$ cat src/hdl/srt_ram.sv
// Generic single-write, single-read synchronous RAM with registered read data.
module srt_ram #(
  parameter int DEPTH = 64,
  parameter int WIDTH = 8
) (
  input  logic                     clk,
  input  logic                     we,
  input  logic [$clog2(DEPTH)-1:0] waddr,
  input  logic [WIDTH-1:0]         wdata,
  input  logic [$clog2(DEPTH)-1:0] raddr,
  output logic [WIDTH-1:0]         rdata
);

  logic [WIDTH-1:0] mem [DEPTH];

  // Write port
  always_ff @(posedge clk) begin
    if (we) begin
      mem[waddr] <= wdata;
    end
  end

  // Registered read port
  always_ff @(posedge clk) begin
    rdata <= mem[raddr];
  end

endmodule

$ cat config.mk
export PLATFORM = sky130hd
export DESIGN_NAME = srt_ram
export DESIGN_NICKNAME = d
export VERILOG_FILES = /design/src/hdl/srt_ram.sv
export SDC_FILE = /design/constraint.sdc
export NUM_CORES = 1
export LEC_CHECK = 0
export BUFFER_PORTS_ARGS = -buffer_cell sky130_fd_sc_hd__buf_4
export CAP_MARGIN = 20
export CORE_MARGIN = 2
export CORE_UTILIZATION = 37
export CTS_CLUSTER_SIZE = 12
export DETAILED_ROUTE_END_ITERATION = 12
export GPL_TIMING_DRIVEN = 0
export PLACE_DENSITY = 0.6
export REMOVE_ABC_BUFFERS = 1
export SLEW_MARGIN = 20
export SYNTH_ARGS = -nofsm -noshare
export SYNTH_HDL_FRONTEND = slang
export SYNTH_SLANG_ARGS = --single-unit
export TNS_END_PERCENT = 100
$ cat constraint.sdc
create_clock -name clk -period 3.48 [get_ports clk]
set_input_delay 0.174 -clock clk [delete_from_list [all_inputs] [get_ports clk]]
set_output_delay 0.174 -clock clk [all_outputs]
set_load 0.005 [all_outputs]
==> run summary <==
status: finished, final reports clean
DR iter-0 viols: 848
Die Y: 237 um
IO Port Bufs: 29
CP required: 3.92 ns
via count: 9,381
maximum capacitance violations: 0
Tmin final: 2.30 ns
start point of the critical path: raddr[3]
synth top area cells: edfxtp_1 (76%), mux4_2 (14%), nor2_1 (1.5%)
Synth warnings: 0
top cell type by total area after synthesis: edfxtp_1
Seq/Total Area, Yosys: 0.770
first-pass GRT wire length: 65.2 mm
H-tree levels: 2
Die Wd: 237 um
ant diodes: 0
most frequent cell after synthesis: edfxtp_1
hold crit path type: in -> reg
Die ar.: 0.0564 sq mm
R2R cell count: 5
total congestion overflow: 0
DRT Pass-1 Iters: 5
power density over the cells: 571 mW/mm^2
HPWL Detailed: 24.9 mm
fmax: 0.435 GHz
Synth Area per Inst: 21.5 sq um
EDFF count, synth: 512
final clock period utilization by the worst path: 0.660
final setup fails: 0
vias in the first global route: 9,775
share of layout cells above drive strength 1: 0.235
Post-synth top cells: edfxtp_1 (512), mux4_2 (126), nor2_1 (83)
clk slew on worst S/H paths: 0.06 ns
Slew Limit Headroom: 0.320
DP Cell Count: 1,617
Post-Route Skew: 0.0182 ns
largest net degree at the start of global routing: 80
Via density: 5.50
Area after DPL: 0.0210 sq mm
last element of the critical path: rdata[6]$_DFF_P_
asr flop ratio synth: 0
Synth Instances: 940
core area: 0.0538 sq mm
r2r setup slk: 1.27 ns
Max clock buf depth: 3
Post-CTS Resized: 0
Distinct cells, synth: 40
flops & latches, synth: 520
final hold viol count: 0
cts hold-fix bufs: 0
I/O pins: 30
R2R Path End: rdata[6]$_DFF_P_
pre-CTS setup slack: 0.454 ns
fin cells: 1,706
kind of end point of the critical path: register
CTS tree: yes
Placer Congestion: 0.743
pins over their slew limit: 0
All-Layer GR Usage: 0.158
clock root buffer master: clkbuf_16
TritonCTS Sinks: 520
Most used DFF post-synth: edfxtp_1
Rows: 85
DRC violations left: 0
remaining antenna violation count: 0
Nets: 998
share of the synthesized area in the top cell type: 0.762
drt wl/cell: 25.7 um
total negative slack: 0 ns
final worst slack: 1.18 ns
Initial Util: 0.375
critical path arrival: 2.74 ns
initial antenna violation count: 1
Worst-Skew Late Latency: 0.60 ns
RSZ-0062 raised after global routing: false
CP max FO: 46
Worst-Margin Slew: 1.02 ns
Post-Syn Area: 0.0202 sq mm
reg2reg start: mem[29][6]$_DFFE_PP_
WS Path Type: in -> reg
Layout area overhead: 12.3%
critical path launch point type: input pin
Setup Buffers After CTS: 0
Design Area, Final: 0.0226 sq mm
Inserted Clock Buffers: 53
Peak VDD IR: 400 uV
Pleak: 6.91 nW
Detailed Route WL: 43.8 mm
-- worst max-delay path: stages --
cell and delay [ns]:
buf_4 0.52, nand2b_1 0.55, a211oi_1 0.11, nor4_1 0.60, nor3_1 0.20, o32ai_1 0.52
-- metrics by stage --
stage | utilization | power, W | hold slack [ns]
after floorplan | - | 0.00734 | 0.273
after global placement | 0.389 | 0.00771 | 0.563
after detailed placement | 0.391 | 0.00773 | 0.560
after CTS | 0.421 | 0.0130 | 0.0157
after global routing | 0.421 | 0.0133 | 0.0235
final | 0.421 | 0.0129 | 0.0376
-- worst min-delay path by stage --
stage / end / slack, ns / start / cells after the start
finish: rdata[4]$_DFF_P_ / 0.04 / raddr[5] / 2
detailed placement: rdata[2] / 0.56 / rdata[2]$_DFF_P_ / 1
floorplan: mem[0][0]$_DFFE_PP_ / 0.27 / wdata[0] / 0
global route: rdata[6]$_DFF_P_ / 0.02 / raddr[5] / 3
global placement: rdata[1] / 0.56 / rdata[1]$_DFF_P_ / 1
CTS: rdata[1]$_DFF_P_ / 0.02 / raddr[5] / 3
-- layer usage --
| metal | vias up | track usage | wire length, um |
|---|---|---|---|
| met2 | 320 | 0.241 | 20100 |
| met3 | 81 | 0.0417 | 3200 |
| met1 | 4988 | 0.226 | 19400 |
| li1 | 3992 | - | - |
| met4 | 0 | 0.0444 | 1040 |
| met5 | - | 0 | 0 |
-- registers in the layout (all words and copies together), names as in the netlist --
name   cells
rdata      8
mem      512
-- cell type report --
| cell class | instances | area [sq um] |
|---|---|---|
| Fill cell | 4658 | 31200 |
| Sequential cell | 520 | 15500 |
| Multi-Input combinational cell | 369 | 4330 |
| Clock buffer | 71 | 1410 |
| Tap cell | 696 | 871 |
| Timing Repair Buffer | 32 | 315 |
| Clock inverter | 18 | 181 |
-- power by group --
part | switching (W) | internal [W]
combinational | 0.000401 | 0.000243
clock | 0.00229 | 0.00306
sequential | 0.0000115 | 0.00693
total | 0.00270 | 0.0102
-- kinds of logic (layout without fill, tap and decap cells) --
kind of cell	after synthesis	in the layout	synth area share
AOI/OAI and AO/OA	54	54	0.0207
buffers and inverters	51	121	0.0157
DFF	520	520	0.770
muxes	162	162	0.159
and+or+nand+nor	153	153	0.0339
-- placed cells by master (no fill, tap or decap), types with 13 or more instances in the layout --
cell         n
mux4_2     126
nand3_1     13
clkbuf_1    16
buf_4       26
nor2_1      83
clkbuf_16   53
nand2_1     19
mux2_2      13
nor2b_1     14
edfxtp_1   512
mux2i_1     23
No activity file was read; power rests on OpenSTA's default activity.
